`src/rtl/sem_pkg.sv`:
```
`timescale 1ns / 1ps
// ----------------------------------------------------------------------------
// Sobel edge magnitude package
// Shared pixel types, queue entry format and fixed constants.
// ----------------------------------------------------------------------------
package sem_pkg;

    localparam int CHAN_W     = 8;
    localparam int N_CHAN     = 3;
    localparam int W_FIELD_W  = 11;
    localparam int HEIGHT_W   = 13;
    localparam int CFG_DATA_W = 13;
    localparam int CFG_IDX_W  = 1;

    localparam int MIN_DIM      = 3;
    localparam int RESET_WIDTH  = 640;
    localparam int RESET_HEIGHT = 480;

    localparam logic [HEIGHT_W-1:0] MAX_HEIGHT = 13'd4096;
    localparam logic [CHAN_W-1:0]   SAT_MAX    = 8'd255;

    // configuration register indexes
    localparam logic [CFG_IDX_W-1:0] CFG_IMAGE_WIDTH  = 1'b0;
    localparam logic [CFG_IDX_W-1:0] CFG_IMAGE_HEIGHT = 1'b1;

    // one pixel, channel 0 at index 0
    typedef logic [N_CHAN-1:0][CHAN_W-1:0] t_pix;

    // classified item handed from the front to the back
    typedef struct packed {
        t_pix pix;
        t_pix up;
        t_pix mid;
        logic emit;
        logic interior;
        logic last;
    } t_work;

endpackage

```
`src/rtl/sem_pix_out_if.sv`:
```
`timescale 1ns / 1ps
// ----------------------------------------------------------------------------
// Pixel output channel
// Valid/ready channel carrying one filtered pixel and the frame end flag.
// ----------------------------------------------------------------------------
interface sem_pix_out_if;
    logic                      valid;
    logic                      ready;
    logic [sem_pkg::CHAN_W-1:0] chan0_out;
    logic [sem_pkg::CHAN_W-1:0] chan1_out;
    logic [sem_pkg::CHAN_W-1:0] chan2_out;
    logic                      frame_end;

    modport source (output valid, output chan0_out, output chan1_out, output chan2_out,
                    output frame_end, input ready);
    modport sink (input valid, input chan0_out, input chan1_out, input chan2_out,
                  input frame_end, output ready);
endinterface

```
`src/rtl/sem_back.sv`:
```
`timescale 1ns / 1ps
// ----------------------------------------------------------------------------
// Sobel back end
// Shifts the 3x3 window per item and registers the clamped edge magnitude
// of interior pixels, or the centre pixel at the border, in the output register.
// ----------------------------------------------------------------------------
module sem_back (
    input  logic           i_clk,
    input  logic           i_rst_n,
    input  logic           i_q_valid,
    input  sem_pkg::t_work i_q_data,
    output logic           o_q_pop,
    sem_pix_out_if.source  o_edge
);

    typedef logic [2:0][2:0][sem_pkg::CHAN_W-1:0] t_chwin;

    sem_pkg::t_pix r_win [3][3];
    logic          r_w_valid, r_w_interior, r_w_last;
    logic          r_o_valid, r_o_last;
    sem_pkg::t_pix r_o_pix, edge_pix;
    logic          o_adv, pop;
    t_chwin        chw [sem_pkg::N_CHAN];

    function automatic logic [sem_pkg::CHAN_W-1:0] sobel_mag(input t_chwin p);
        logic [9:0]  pos_y, neg_y, pos_x, neg_x, ay, ax;
        logic [7:0]  ay_s;
        logic [10:0] sum;
        pos_y = 10'(p[2][0]) + {1'b0, p[2][1], 1'b0} + 10'(p[2][2]);
        neg_y = 10'(p[0][0]) + {1'b0, p[0][1], 1'b0} + 10'(p[0][2]);
        pos_x = 10'(p[0][2]) + {1'b0, p[1][2], 1'b0} + 10'(p[2][2]);
        neg_x = 10'(p[0][0]) + {1'b0, p[1][0], 1'b0} + 10'(p[2][0]);
        ay    = (pos_y >= neg_y) ? pos_y - neg_y : neg_y - pos_y;
        ax    = (pos_x >= neg_x) ? pos_x - neg_x : neg_x - pos_x;
        ay_s  = (ay > 10'(sem_pkg::SAT_MAX)) ? sem_pkg::SAT_MAX : ay[7:0];
        sum   = 11'(ay_s) + 11'(ax);
        return (sum > 11'(sem_pkg::SAT_MAX)) ? sem_pkg::SAT_MAX : sum[7:0];
    endfunction

    always_comb begin
        for (int ch = 0; ch < sem_pkg::N_CHAN; ch++) begin
            for (int r = 0; r < 3; r++) begin
                for (int c = 0; c < 3; c++) begin
                    chw[ch][r][c] = r_win[r][c][ch];
                end
            end
            edge_pix[ch] = sobel_mag(chw[ch]);
        end
    end

    assign o_adv   = r_w_valid && (!r_o_valid || o_edge.ready);
    assign pop     = i_q_valid && (!r_w_valid || o_adv);
    assign o_q_pop = pop;

    assign o_edge.valid     = r_o_valid;
    assign o_edge.chan0_out = r_o_pix[0];
    assign o_edge.chan1_out = r_o_pix[1];
    assign o_edge.chan2_out = r_o_pix[2];
    assign o_edge.frame_end = r_o_last;

    always_ff @(posedge i_clk) begin
        if (!i_rst_n) begin
            r_w_valid <= 1'b0;
            r_o_valid <= 1'b0;
        end else begin
            if (pop) begin
                r_w_valid <= i_q_data.emit;
            end else if (o_adv) begin
                r_w_valid <= 1'b0;
            end
            if (o_adv) begin
                r_o_valid <= 1'b1;
            end else if (o_edge.ready) begin
                r_o_valid <= 1'b0;
            end
        end
    end

    // window shift per item, result capture per emitted item
    always_ff @(posedge i_clk) begin
        if (pop) begin
            for (int r = 0; r < 3; r++) begin
                r_win[r][0] <= r_win[r][1];
                r_win[r][1] <= r_win[r][2];
            end
            r_win[0][2]  <= i_q_data.up;
            r_win[1][2]  <= i_q_data.mid;
            r_win[2][2]  <= i_q_data.pix;
            r_w_interior <= i_q_data.interior;
            r_w_last     <= i_q_data.last;
        end
        if (o_adv) begin
            r_o_pix  <= r_w_interior ? edge_pix : r_win[1][1];
            r_o_last <= r_w_last;
        end
    end

endmodule

```
`src/flat_wrapper.sv`:
```
// flat-port wrapper written by rule: the top's interface ports become plain ports
module sem_back_flat 
  (i_clk, i_rst_n, i_q_valid, i_q_data, o_q_pop, o_edge_valid, o_edge_chan0_out, o_edge_chan1_out, o_edge_chan2_out, o_edge_frame_end, o_edge_ready);
  sem_pix_out_if o_edge_i ();
  input  logic i_clk;
  input  logic i_rst_n;
  input  logic i_q_valid;
  input  sem_pkg::t_work i_q_data;
  output logic o_q_pop;
  output wire logic [$bits(o_edge_i.valid)-1:0] o_edge_valid;
  output wire logic [$bits(o_edge_i.chan0_out)-1:0] o_edge_chan0_out;
  output wire logic [$bits(o_edge_i.chan1_out)-1:0] o_edge_chan1_out;
  output wire logic [$bits(o_edge_i.chan2_out)-1:0] o_edge_chan2_out;
  output wire logic [$bits(o_edge_i.frame_end)-1:0] o_edge_frame_end;
  input wire logic [$bits(o_edge_i.ready)-1:0] o_edge_ready;
  assign o_edge_valid = o_edge_i.valid;
  assign o_edge_chan0_out = o_edge_i.chan0_out;
  assign o_edge_chan1_out = o_edge_i.chan1_out;
  assign o_edge_chan2_out = o_edge_i.chan2_out;
  assign o_edge_frame_end = o_edge_i.frame_end;
  assign o_edge_i.ready = o_edge_ready;
  sem_back u_core (.i_clk(i_clk), .i_rst_n(i_rst_n), .i_q_valid(i_q_valid), .i_q_data(i_q_data), .o_q_pop(o_q_pop), .o_edge(o_edge_i));
endmodule
```
`config.mk`:
```
export PLATFORM = sky130hd
export DESIGN_NAME = sem_back_flat
export DESIGN_NICKNAME = d
export VERILOG_FILES = /design/src/rtl/sem_pkg.sv /design/src/rtl/sem_pix_out_if.sv /design/src/rtl/sem_back.sv /design/src/flat_wrapper.sv
export SDC_FILE = /design/constraint.sdc
export NUM_CORES = 1
export LEC_CHECK = 0
export BUFFER_PORTS_ARGS = -buffer_cell sky130_fd_sc_hd__buf_2
export CAP_MARGIN = 10
export CORE_MARGIN = 4
export CORE_UTILIZATION = 45
export DETAILED_ROUTE_END_ITERATION = 10
export PLACE_DENSITY_LB_ADDON = 0.2
export SYNTH_ARGS = -nofsm -noshare
export SYNTH_HDL_FRONTEND = slang
export SYNTH_SLANG_ARGS = --single-unit
```
`constraint.sdc`:
```
create_clock -name i_clk -period 16.55 [get_ports i_clk]
set_input_delay 0.8275 -clock i_clk [delete_from_list [all_inputs] [get_ports i_clk]]
set_output_delay 0.8275 -clock i_clk [all_outputs]
set_load 0.01 [all_outputs]
```
==> metrics.md <==
| Metric | Value |
|---|---|
| Layout Cell Area excl Fill | `21,590 sq um` |
| Setup_tns | `0 ns` |
| Hold crit path type | `in -> reg` |
| Buf/Inv on CP | `2` |
| Max-cap check violation count | `0` |
| Worst-path clk slew | `0.06 ns` |
| ANT nets after route | `0` |
| Mux cell area share after synthesis | `2.156%` |
| Cell row count | `75` |
| Largest family of logic cells by synthesized area | `adder cells` |
| Synth top area cells | `edfxtp_1, ha_1, fa_1, inv_1, a21oi_1` |
| Fin nets | `2,320` |
| Compound-Gate Fraction of Synth Area | `14.18%` |
| Most frequent cells in the layout | `inv_1, ha_1, edfxtp_1` |
| Grt total ovfl | `0` |
| Xor/xnor cell area share of the yosys netlist | `5.885%` |
| Vias | `12,897` |
| First-pass GRT wire length | `69,700 um` |
| CTS Hold Bufs | `0` |
| Async SR Flop Fraction | `0%` |
| Clock buffer depth | `3` |
| Area growth from synthesis to layout | `10.75%` |
| Post-CTS sizing | `0` |
| CP startpoint kind | `flop` |
| F_max | `0.1282 GHz` |
| Yosys top cell area share | `37.43%` |
| Clk_lat worst skew | `0.59 ns` |
| Non-filler cells, final | `2,484` |
| Synth Net Count | `2,204` |
| Largest net degree at the start of global routing | `106` |
| Largest area contributor in the synthesized netlist | `edfxtp_1` |
| DR DRC count | `0` |
| Crit-path slowest cell | `o31ai_2` |
| Wire length per cell | `17.40 um` |
| Worst EP arrival | `8.13 ns` |
| Worst Path Required | `16.88 ns` |
| IO Count | `106` |
| CTS Buf Count | `30` |
| Routed WL | `43,220 um` |
| Kind of cell adding the most delay to the critical path | `compound AO/OA/AOI/OAI gates` |
| HPWL Detailed | `34,710 um` |
| Sequential area share after synthesis | `37.64%` |
| Min Tclk post-route | `7.798 ns` |
| Core box area | `42,420 sq um` |
| Max incr delay on CP | `0.94 ns` |
| Worst Skew | `0.02094 ns` |
| Filler Cell Count | `3,911` |
| DR iter-0 viols | `697` |
| Cell Area, Synth | `19,490 sq um` |
| Synth Area in Simple Gates | `6.226%` |
| CTS tree | `built` |
| H-tree lvl count | `1` |
| I/O Buffers | `105` |
| Slew Viols, Final | `0` |
| Die Wd | `216.1 um` |
| CP Capture Type | `flop` |
| Unrepaired setup endpoints after global routing | `no` |
| Antenna violations before repair | `0` |
| Number of distinct library cells after synthesis | `75` |
| Root Driver | `clkbuf_16` |
| Post-synth EDFFs | `243` |
| Pre-CTS setup slack | `8.790 ns` |
| VDD IR max | `0.0001924 V` |
| CP max FO | `14` |
| Vias in the first global route | `13,234` |
| Max_slew headroom | `22.34%` |
| Gr usage total | `18.31%` |
| Layout cells sized above 1 | `10.38%` |
| Pleak | `9.678 nW` |
| Postcts setup bufs | `0` |
| Endpoints failing hold | `0` |
| Starting density of the core | `45.96%` |
| PwrDens | `212.2 nW/um^2` |
| # diodes | `0` |
| Final worst slack | `8.752 ns` |
| Sequential Area | `7337 sq um` |
| Die area | `46,720 sq um` |
| Final Cycle Share | `47.12%` |
| Commonest non-fill, non-tap cell in the layout | `inv_1` |
| Outcome | `finished, final reports clean` |
| Yosys warns | `0` |
| Avg Cell Area, Syn | `11.03 sq um` |
| Multi-input logic area | `10,860 sq um` |
| Vias/cell | `5.192` |
| GP Congestion | `0.8404` |
| #FFs+latches synth | `245` |
| Placed Instances | `2,429` |
| CP Class | `reg -> reg` |
| Most used DFF post-synth | `edfxtp_1` |
| Endpoints failing setup | `0` |
| CTS sink cnt | `245` |
| Area after DPL | `20,690 sq um` |
| Synth Area in Adders | `27.19%` |
| Die H | `216.1 um` |
| Initial DRT Pass Iterations | `4` |
| Worst-Margin Slew | `1.158 ns` |
| Mapped Cells | `1,768` |
worst reg2reg max path: cells and delay by family (launching register included):
| kind | cells | cell delay, ns |
|---|---|---|
| buffers and inverters | 2 | 0.11 |
| flip-flops | 1 | 0.43 |
| multiplexers | 2 | 0.59 |
| AND/OR/NAND/NOR | 6 | 0.82 |
| AO/OA/AOI/OAI | 12 | 3.05 |
| adder cells (fa/ha/maj) | 6 | 2.16 |
| XOR/XNOR | 2 | 0.40 |
layer usage:
metal	share of wire, %	track usage (%)	up-vias	routed length [um]
met5	0	0	-	0
met4	2.2	3.862	0	935
met3	3.8	2.423	60	1637
met2	47	30.54	234	20490
met1	47	25.83	6231	20170
li1	-	-	6372	-
cell type report:
cell class / instances / share of cell area [%]
Multi-Input combinational cell: 1181 / 50.32
Sequential cell: 245 / 33.98
Inverter: 315 / 5.476
Clock buffer: 40 / 3.651
Tap cell: 577 / 3.344
Timing Repair Buffer: 111 / 2.701
Clock inverter: 15 / 0.5274
power breakdown:
part | internal (mW) | leakage (nW) | switching (mW)
Clock | 0.336 | 0.428 | 0.266
Sequential | 0.740 | 2.37 | 0.0311
Combinational | 1.37 | 6.88 | 1.84
Total | 2.44 | 9.68 | 2.14
kinds of logic after synthesis:
kind of cell	count (synthesis)
AOI/OAI and AO/OA	409
buffers and inverters	342
and+or+nand+nor	244
muxes	40
adders and majority gates	357
DFF	245
xor gates and xnor gates	131
path summary, 6_finish.rpt:
path / cells past startpoint / from / end / slack [ns]
setup reg to reg: 30 / u_core.r_win[0][161] / u_core.o_edge.chan2_out[1] / 8.75
setup / recovery: 30 / u_core.r_win[0][161] / u_core.o_edge.chan2_out[1] / 8.75
hold reg to reg: 0 / u_core.r_w_last / u_core.o_edge.frame_end / 0.43
hold / removal: 1 / i_q_data[39] / u_core.r_win[0][12] / 0.41
through the flow:
stage | total power [mW] | utilization [%] | hold WS [ns]
after detailed placement | 3.957 | 48.78 | 0.4059
after global placement | 3.897 | 48.78 | 0.4171
after CTS | 4.598 | 50.90 | 0.3728
after floorplan | 3.302 | - | 0.4003
final | 4.582 | 50.90 | 0.4106
after global routing | 5.013 | 50.90 | 0.3784
state kept, by name, summed over array words and instances (netlist names):
name,cells
u_core.r_win,216
u_core.o_edge.chan0_out,8
u_core.o_edge.chan1_out,8
u_core.o_edge.chan2_out,8
u_core.o_edge.frame_end,1
u_core.o_edge.valid,1
u_core.r_w_interior,1
u_core.r_w_last,1
u_core.r_w_valid,1
synth_stat cells (15+ instances only):
| master | instances |
|---|---|
| a21o_1 | 48 |
| a21oi_1 | 146 |
| edfxtp_1 | 243 |
| fa_1 | 111 |
| ha_1 | 246 |
| inv_1 | 315 |
| mux2_2 | 15 |
| mux2i_1 | 24 |
| nand2_1 | 69 |
| nor2_1 | 53 |
| nor2b_1 | 27 |
| nor3_1 | 17 |
| o21ai_0 | 37 |
| o21bai_1 | 51 |
| o22a_1 | 16 |
| xnor2_1 | 83 |
| xor2_1 | 48 |
Note: power is estimated with default switching activity, not from simulation.
