`config.mk`:
```
export PLATFORM = sky130hd
export DESIGN_NAME = sem_queue
export DESIGN_NICKNAME = d
export VERILOG_FILES = /design/src/rtl/sem_pkg.sv /design/src/rtl/sem_queue.sv
export SDC_FILE = /design/constraint.sdc
export NUM_CORES = 1
export LEC_CHECK = 0
export BUFFER_PORTS_ARGS = -buffer_cell sky130_fd_sc_hd__buf_4
export CELL_PAD_IN_SITES_DETAIL_PLACEMENT = 1
export CELL_PAD_IN_SITES_GLOBAL_PLACEMENT = 1
export CORE_UTILIZATION = 47
export CTS_CLUSTER_DIAMETER = 50
export CTS_CLUSTER_SIZE = 10
export DETAILED_ROUTE_END_ITERATION = 7
export HOLD_SLACK_MARGIN = 0.02
export PLACE_DENSITY_LB_ADDON = 0.1
export SYNTH_ARGS = -nofsm -noshare
export SYNTH_HDL_FRONTEND = slang
export SYNTH_SLANG_ARGS = --single-unit
```
`constraint.sdc`:
```
create_clock -name i_clk -period 5.3 [get_ports i_clk]
set_input_delay 1.06 -clock i_clk [delete_from_list [all_inputs] [get_ports i_clk]]
set_output_delay 1.06 -clock i_clk [all_outputs]
set_load 0.05 [all_outputs]
```
`src/rtl/sem_pkg.sv`:
```
`timescale 1ns / 1ps
// ----------------------------------------------------------------------------
// Sobel edge magnitude package
// Shared pixel types, queue entry format and fixed constants.
// ----------------------------------------------------------------------------
package sem_pkg;

    localparam int CHAN_W     = 8;
    localparam int N_CHAN     = 3;
    localparam int W_FIELD_W  = 11;
    localparam int HEIGHT_W   = 13;
    localparam int CFG_DATA_W = 13;
    localparam int CFG_IDX_W  = 1;

    localparam int MIN_DIM      = 3;
    localparam int RESET_WIDTH  = 640;
    localparam int RESET_HEIGHT = 480;

    localparam logic [HEIGHT_W-1:0] MAX_HEIGHT = 13'd4096;
    localparam logic [CHAN_W-1:0]   SAT_MAX    = 8'd255;

    // configuration register indexes
    localparam logic [CFG_IDX_W-1:0] CFG_IMAGE_WIDTH  = 1'b0;
    localparam logic [CFG_IDX_W-1:0] CFG_IMAGE_HEIGHT = 1'b1;

    // one pixel, channel 0 at index 0
    typedef logic [N_CHAN-1:0][CHAN_W-1:0] t_pix;

    // classified item handed from the front to the back
    typedef struct packed {
        t_pix pix;
        t_pix up;
        t_pix mid;
        logic emit;
        logic interior;
        logic last;
    } t_work;

endpackage

```
`src/rtl/sem_queue.sv`:
```
`timescale 1ns / 1ps
// ----------------------------------------------------------------------------
// Sobel work queue
// Two-entry queue between front end and back end.
// ----------------------------------------------------------------------------
module sem_queue (
    input  logic           i_clk,
    input  logic           i_rst_n,
    input  logic           i_push,
    input  sem_pkg::t_work i_data,
    output logic           o_ready,
    output logic           o_valid,
    output sem_pkg::t_work o_data,
    input  logic           i_pop
);

    localparam int DEPTH = 2;

    sem_pkg::t_work r_buf [DEPTH];
    logic           r_wr, r_rd;
    logic [1:0]     r_cnt;
    logic           do_push, do_pop;

    assign o_ready = (r_cnt != 2'(DEPTH));
    assign o_valid = (r_cnt != '0);
    assign o_data  = r_buf[r_rd];
    assign do_push = i_push && o_ready;
    assign do_pop  = i_pop && o_valid;

    always_ff @(posedge i_clk) begin
        if (!i_rst_n) begin
            r_wr  <= 1'b0;
            r_rd  <= 1'b0;
            r_cnt <= '0;
        end else begin
            if (do_push) begin
                r_wr <= ~r_wr;
            end
            if (do_pop) begin
                r_rd <= ~r_rd;
            end
            case ({do_push, do_pop})
                2'b10:   r_cnt <= r_cnt + 2'd1;
                2'b01:   r_cnt <= r_cnt - 2'd1;
                default: r_cnt <= r_cnt;
            endcase
        end
    end

    always_ff @(posedge i_clk) begin
        if (do_push) begin
            r_buf[r_wr] <= i_data;
        end
    end

endmodule

```
==> reports/results.ini, run 1 <==
[cts]
clk_latency_ps = 410
cts_hold_buf = 0
clkSinkCount = 155
clock_path_buffers = 2
cts_htree_levels = 4
postCtsSetupBuffers = 0
numCtsBuffers = 17
post_cts_resized = 0
cts_tree = done
clk_transition_reported_paths_ps = 50
cts_root_buf = clkbuf_16

[routing]
vias_per_cell = 4.98
drtPass1Iterations = 8
drc = 9
postRouteAntennaNets = 0
wl_per_cell_um = 18.8
num_vias = 2890
drt_wl_total_mm = 10.9
drt-initial-drc-count = 129

[worst_setup_path]
path_cells = mux2_2 -> buf_4
crit_type = register to output port
cp_max_fo = 75
cpPeakStageDelay_ps = 1030
start_kind = register
crit_required_ps = 4240
crit_path_end_kind = output port
cp_slowest_cell = dfxtp_4
cp.arrival_ps = 2130
timing.rr.start = r_cnt[0]

[timing]
finClkSkew_ps = 5.56
slew-limit-headroom = 0.233
clock.fmax_ghz = 0.313
tightest_slew_ps = 1150
min_period_ps = 3190
fin_crit_sh = 0.603
finalSetupTns_ps = 0
setup_viol = 0
slew_violations = 0
fin_hold_ws_ps = 513
rsz0062_at_grt = false
hold_viol = 0

[cells_and_area]
nets = 504
drive_gt1_frac = 0.593
syn_to_final_growth_pct = 32.7
num_antenna_cells = 0

[global_routing]
grtUsageMet3 = 0.0757
grt_antenna_before_repair = 0
first_global_vias = 3194
track_usage = 0.186
global_route.usage.met1 = 0.207
grt.overflow.total = 0
grt_most_used_layer = met2
met2_usage = 0.315
grt_max_degree = 76
grt_pass1_wl_mm = 16.9

[logic_synthesis]
yosys_warnings = 0
avgSynthCellArea_um2 = 21.9
yosysTopAreaCell = edfxtp_1
synthTopCellsByArea = edfxtp_1 (80%), mux2_2 (15%), dfxtp_1 (1.8%)
synth_nets = 337
ys_ff_latch = 155
synthCells = 257
syn_area_um2 = 5640
synth_top_area_frac = 0.799
ys_seq_area_frac = 0.817
synth_cell_types = 21

[status]
violations = DRC
status = finished, violations left

[power]
p_per_area_nw_per_um2 = 582
p_total_w = 0.00436
peakVddDrop_mv = 0.364
p_leak_nw = 2.79

[placement]
routabilityCongestion = 0.670
place_hpwl_mm = 6.70
port_buffers = 155

[die]
ios = 156
die_h_um = 112
core_um2 = 11600
fp.dieArea_um2 = 12400
start_util = 0.487
die_w_um = 112
row_count = 39

[worst_hold_path]
min_path_type = register to register
min_from = r_cnt[1]

[flow_run]
maxCapViolations = 0

[cells in the mapped netlist]
master,count
edfxtp_1,150
mux2_2,75
buf_4,5
dfxtp_1,5
buf_2,3
xnor2_1,3
nor2b_1,2
a21bo_2,1
a21boi_0,1
a21boi_1,1
and2_1,1
and3_1,1
ha_1,1
inv_1,1
nand2_1,1
nand2b_1,1
nand3b_1,1
o21a_1,1
o21ai_0,1
or2_2,1
or3_1,1
[worst max-delay path: cells and delay by family, from the launching register on]
family | cells | cell delay [ps]
buf+inv | 1 | 190
flops | 1 | 1030
mux | 1 | 440
[layout by cell type, fill, tap and decap left out, types with 2 or more instances in the layout]
cell	instances
bufinv_16	2
clkinv_2	4
buf_4	156
mux2_2	75
clkbuf_16	17
edfxtp_1	150
xnor2_1	3
clkinv_1	8
dfxtp_1	4
nor2b_1	2
[cells by family (layout without fill, tap and decap cells)]
group,Yosys count,count (layout),synth area share
AOI/OAI and AO/OA,5,5,0.00666
xor gates and xnor gates,3,3,0.00466
adders and majority gates,1,1,0.00222
buffers and inverters,9,189,0.00999
DFF,155,155,0.817
muxes,75,75,0.150
and+or+nand+nor,9,9,0.00977
[power by group]
part	switching, W	leakage, nW	internal [W]
Sequential	0.000132	1.45	0.00155
Clock	0.000435	0.267	0.000675
Combinational	0.00102	1.07	0.000539
Total	0.00159	2.79	0.00277
[metrics by stage]
| step | instance area [um^2] | worst slack, ps | util | std cells |
|---|---|---|---|---|
| detailed placement | 6940 | 2270 | 0.600 | 548 |
| finish | 7480 | 2110 | 0.647 | 580 |
| floorplan | 5640 | 2000 | - | 257 |
| global placement | 6940 | 2320 | 0.600 | 548 |
| CTS | 7480 | 2080 | 0.647 | 580 |
| global route | 7480 | 1990 | 0.647 | 580 |
[state kept, by name, summed over array words and instances, names as in the netlist, named ones only]
name and count:
r_buf 150, r_cnt 2, r_rd 1, r_wr 1
[cell type report]
cell class                      count  area, um^2
Sequential cell                   155        4610
Timing Repair Buffer              156        1170
Fill cell                        1005        4080
Clock inverter                     14         110
Tap cell                          143         179
Inverter                            1        3.75
Multi-Input combinational cell     93         981
Clock buffer                       18         429
[routing by layer]
layer / up-vias / share of wire
li1: 1348 / -
met1: 1425 / 0.39
met2: 106 / 0.51
met3: 11 / 0.084
met4: 0 / 0.015
met5: - / 0
[worst paths after layout]
kind,cells after the start,end,slack (ps)
hold reg to reg,2,r_cnt[1],510
hold / removal,2,r_cnt[1],510
setup / recovery,2,o_data[27],2110
setup reg to reg,4,r_buf[0][62],2840
(Power assumes the default switching activity.)
==> run 2, diff against run 1 <==
CORE_UTILIZATION = 39   (was 47)
clock period = 2.9 ns   (was 5.3 ns; I/O delays follow)
==> run 2 against run 1 <==
  * The run now ends clean
  * Sequential power up 76%
  * Combinational power is 92% higher
  * Power up 92%
  * Hold slack worse by 170 ps
  * Largest cell class unchanged
==> reports/results.ini, run 2 (synthesis gave the netlist of run 1 again) <==
[die]
start_util = 0.403
die_w_um = 122
fp.dieArea_um2 = 14900
core_um2 = 14000
row_count = 43
die_h_um = 122
ios = 156

[worst_setup_path]
crit_buf_inv = 2
cpPeakStageDelay_ps = 540
reg2reg_depth = 4
crit_type = register to output port
cp_max_fo = 40
cpLargestDelayFamily = flip-flops
path_cells = buf_12 -> mux2_2 -> buf_4
cp.arrival_ps = 1840
reg2reg_slack_ps = 990
timing.rr.start = r_cnt[0]
crit_path_end_kind = output port
cp_slowest_cell = dfxtp_4
crit_required_ps = 2320
start_kind = register
worst_r2r_endpoint = r_buf[0][50]

[timing]
slew-limit-headroom = 0.713
min_period_ps = 2420
timing.final.ws_setup_ps = 477
finClkSkew_ps = 4.14
finalSetupTns_ps = 0
clock.fmax_ghz = 0.413
rsz0062_at_grt = false
slew_violations = 0
hold_viol = 0
fin_crit_sh = 0.835
setup_viol = 0
tightest_slew_ps = 429

[cts]
clk_latency_ps = 420
cts_htree_levels = 4
numCtsBuffers = 17
post_cts_resized = 0
clk_transition_reported_paths_ps = 60
cts_tree = done
clkSinkCount = 155
clock_path_buffers = 2
cts_hold_buf = 0
postCtsSetupBuffers = 0
cts_root_buf = clkbuf_16

[cells_and_area]
layout_commonest_cell = buf_4
largest_reg_flops = 150
syn_to_final_growth_pct = 36.9
reg.largest.list = r_buf x150, r_cnt x2
nets = 509
regMostFlops = r_buf
final_cell_mix = buf_4 (158), edfxtp_1 (150), mux2_2 (75)
num_antenna_cells = 0
stdcell_area_um2 = 7720
drive_gt1_frac = 0.615

[global_routing]
grt.overflow.total = 0
track_usage = 0.160
grt_antenna_before_repair = 0
first_global_vias = 3147
grt_pass1_wl_mm = 16.9
grt_max_degree = 41

[placement]
placedInstanceArea_um2 = 7070
port_buffers = 155
routabilityCongestion = 0.726
place_ws_ps = 873
place_hpwl_mm = 7.39

[power]
power_frac_comb = 0.359
p_sw_frac = 0.356
p_per_area_nw_per_um2 = 1080
peakVddDrop_mv = 0.427
pwr-share-seq = 0.354
p_leak_nw = 2.85
p_total_w = 0.00836
internal_power_w = 0.00539
p_clk_frac = 0.287
p_switching_w = 0.00298

[routing]
m1WireLength_mm = 4.42
drc = 0
vias_per_cell = 4.71
route.met2.wl_mm = 5.93
routed.top_layer = met4
route.met3.wl_um = 648
wl_per_cell_um = 18.0
drt_wl_total_mm = 11.2
num_vias = 2930
drtPass1Iterations = 4
postRouteAntennaNets = 0
drt-initial-drc-count = 165

[worst_hold_path]
hold_depth = 1
min_path_type = input pin to register
min_to = r_buf[0][0]
min_from = i_data[0]

[status]
status = completed

[flow_run]
maxCapViolations = 0

==> run 2: worst max path at each step <==
stage                  end  startpoint  depth (start not counted)  slack, ps
5_1_grt         o_data[71]    register                          3        370
2_1_floorplan  r_buf[0][0]    r_cnt[0]                          3        330
6_report        o_data[71]    register                          3        480
3_5_place_dp    o_data[71]    register                          3        870
4_1_cts         o_data[71]    register                          3        410
3_3_place_gp    o_data[71]    register                          3        880
==> run 2: through the flow <==
step	hold WS [ps]	std cells	util
after CTS	323	622	0.552
after detailed placement	525	590	0.505
after floorplan	479	257	-
after global placement	497	590	0.505
after global routing	323	622	0.552
final	347	622	0.552
==> run 2: area by class of cell <==
type,instances,area (um^2)
fill,1277,6270
sequential,155,4610
timing repair buffer,161,1250
multi-input combinational,93,981
clock buffer,17,425
tap,180,225
clock inverter,15,224
inverter,1,7.51
==> run 2: power groups by stage <==
stage	logic (W)	registers [W]	clock network, W
6_report	0.00300	0.00296	0.00240
5_1_grt	0.00314	0.00300	0.00253
4_1_cts	0.00305	0.00297	0.00245
3_5_place_dp	0.00304	0.00302	0
3_3_place_gp	0.00302	0.00300	0
2_1_floorplan	0.00221	0.00294	0
==> run 2: per-layer routing <==
layer,up-vias,GRT usage
met4,0,0.0755
li1,1359,-
met5,-,0
met1,1462,0.182
met3,15,0.0483
met2,94,0.274
==> run 3, diff against run 2 <==
CORE_UTILIZATION = 44   (was 39)
clock period = 2.3 ns   (was 2.9 ns; I/O delays follow)
==> run 3 against run 2 <==
  * Power rose by 25%
  * Wire length rose by 1.1%
  * Flip-flop and latch count did not move
  * Largest cell class unchanged
  * Highest routed layer unchanged
  * Critical path type unchanged
  * First-iteration DRC count fell by 23%
  * Clock skew barely moved
  * Combinational power rose by 31%
  * Worst setup slack got worse by 350 ps
==> reports/results.ini, run 3 (synthesis gave the netlist of run 1 again) <==
[die]
start_util = 0.460
row_count = 40
die_w_um = 115
fp.dieArea_um2 = 13300
ios = 156
core_um2 = 12300
die_h_um = 115

[global_routing]
grt_antenna_before_repair = 0
grt_max_degree = 33
grt.overflow.total = 0
track_usage = 0.184
first_global_vias = 3243
grt_pass1_wl_mm = 17.3

[worst_setup_path]
timing.rr.start = r_cnt[0]
worst_r2r_endpoint = r_buf[0][10]
crit_required_ps = 1840
crit_type = register to output port
cp_max_fo = 21
cpPeakStageDelay_ps = 500
crit_path_end_kind = output port
start_kind = register
reg2reg_depth = 4
cp_slowest_cell = dfxtp_4
reg2reg_slack_ps = 570
path_cells = buf_12 -> mux2_2 -> buf_4
cp.arrival_ps = 1710

[cts]
clock_path_buffers = 2
post_cts_resized = 0
numCtsBuffers = 17
clkSinkCount = 155
cts_root_buf = clkbuf_16
cts_tree = done
clk_transition_reported_paths_ps = 60
clk_latency_ps = 420
cts_hold_buf = 0
cts_htree_levels = 4
postCtsSetupBuffers = 1

[timing]
min_period_ps = 2170
rsz0062_at_grt = false
fin_crit_sh = 0.943
clock.fmax_ghz = 0.461
slew-limit-headroom = 0.686
hold_viol = 0
finalSetupTns_ps = 0
tightest_slew_ps = 470
slew_violations = 0
finClkSkew_ps = 4.21
setup_viol = 0

[routing]
drt-initial-drc-count = 127
num_vias = 2927
vias_per_cell = 4.78
drc = 0
drtPass1Iterations = 4
wl_per_cell_um = 18.5
drt_wl_total_mm = 11.3
postRouteAntennaNets = 0

[power]
power_frac_comb = 0.375
internal_power_w = 0.00665
p_per_area_nw_per_um2 = 1350
p_switching_w = 0.00379
pwr-share-seq = 0.357
p_clk_frac = 0.268
p_leak_nw = 2.86
peakVddDrop_mv = 0.907
p_sw_frac = 0.363

[cells_and_area]
num_antenna_cells = 0
final_cell_mix = buf_4 (155), edfxtp_1 (150), mux2_2 (75)
syn_to_final_growth_pct = 37.1
layout_commonest_cell = buf_4
largest_reg_flops = 150
stdcell_area_um2 = 7730
drive_gt1_frac = 0.617
reg.largest.list = r_buf x150, r_cnt x2
regMostFlops = r_buf
instances_no_fill = 612
nets = 511
fill_cells = 1070

[placement]
placedInstanceArea_um2 = 7120
place_inst = 579
routabilityCongestion = 0.694
port_buffers = 155
place_hpwl_mm = 7.49

[worst_hold_path]
hold_depth = 1
min_path_type = input pin to register
min_from = i_data[45]
min_to = r_buf[1][45]

[status]
status = completed

[flow_run]
maxCapViolations = 0

## run 3: critical path: cells and delay by family (launching register included)
family,cells,cell delay (ps)
flops,1,500
buf+inv,2,400
mux,1,370
## run 3: layout make-up
type	count	area (um^2)	share of cell area
Timing Repair Buffer	163	1320	0.170
Inverter	1	7.51	0.000971
Tap cell	168	210	0.0272
Clock buffer	17	425	0.0550
Clock inverter	15	175	0.0227
Multi-Input combinational cell	93	988	0.128
Sequential cell	155	4610	0.596
## run 3: worst max path at each step
stage,to,slack [ps],cells after the start
floorplan,r_buf[0][0],60,3
global placement,o_data[22],470,3
detailed placement,o_data[20],460,3
CTS,o_data[22],90,3
global route,o_data[20],60,3
finish,o_data[22],130,3
## run 3: stage by stage
| step | total power [W] | util | hold slack (ps) | worst slack, ps |
|---|---|---|---|---|
| detailed placement | 0.00772 | 0.581 | 543 | 459 |
| finish | 0.0104 | 0.630 | 223 | 132 |
| global placement | 0.00765 | 0.581 | 521 | 470 |
| CTS | 0.0106 | 0.630 | 200 | 88.5 |
| global route | 0.0108 | 0.630 | 194 | 55.9 |
| floorplan | 0.00650 | - | 504 | 62.1 |
## run 3: routing by layer
layer  vias to the layer above  share of wire  global-route usage
met5                         -              0                   0
met4                         0          0.018              0.0779
met3                        17          0.086              0.0938
met2                       111           0.52               0.305
met1                      1433           0.38               0.200
li1                       1366              -                   -
## run 3: power by group through the flow
stage,registers [W],clock network [W],logic [W]
6_report,0.00373,0.00280,0.00392
5_1_grt,0.00377,0.00296,0.00410
4_1_cts,0.00373,0.00286,0.00397
3_5_place_dp,0.00381,0,0.00390
3_3_place_gp,0.00378,0,0.00386
2_1_floorplan,0.00371,0,0.00280
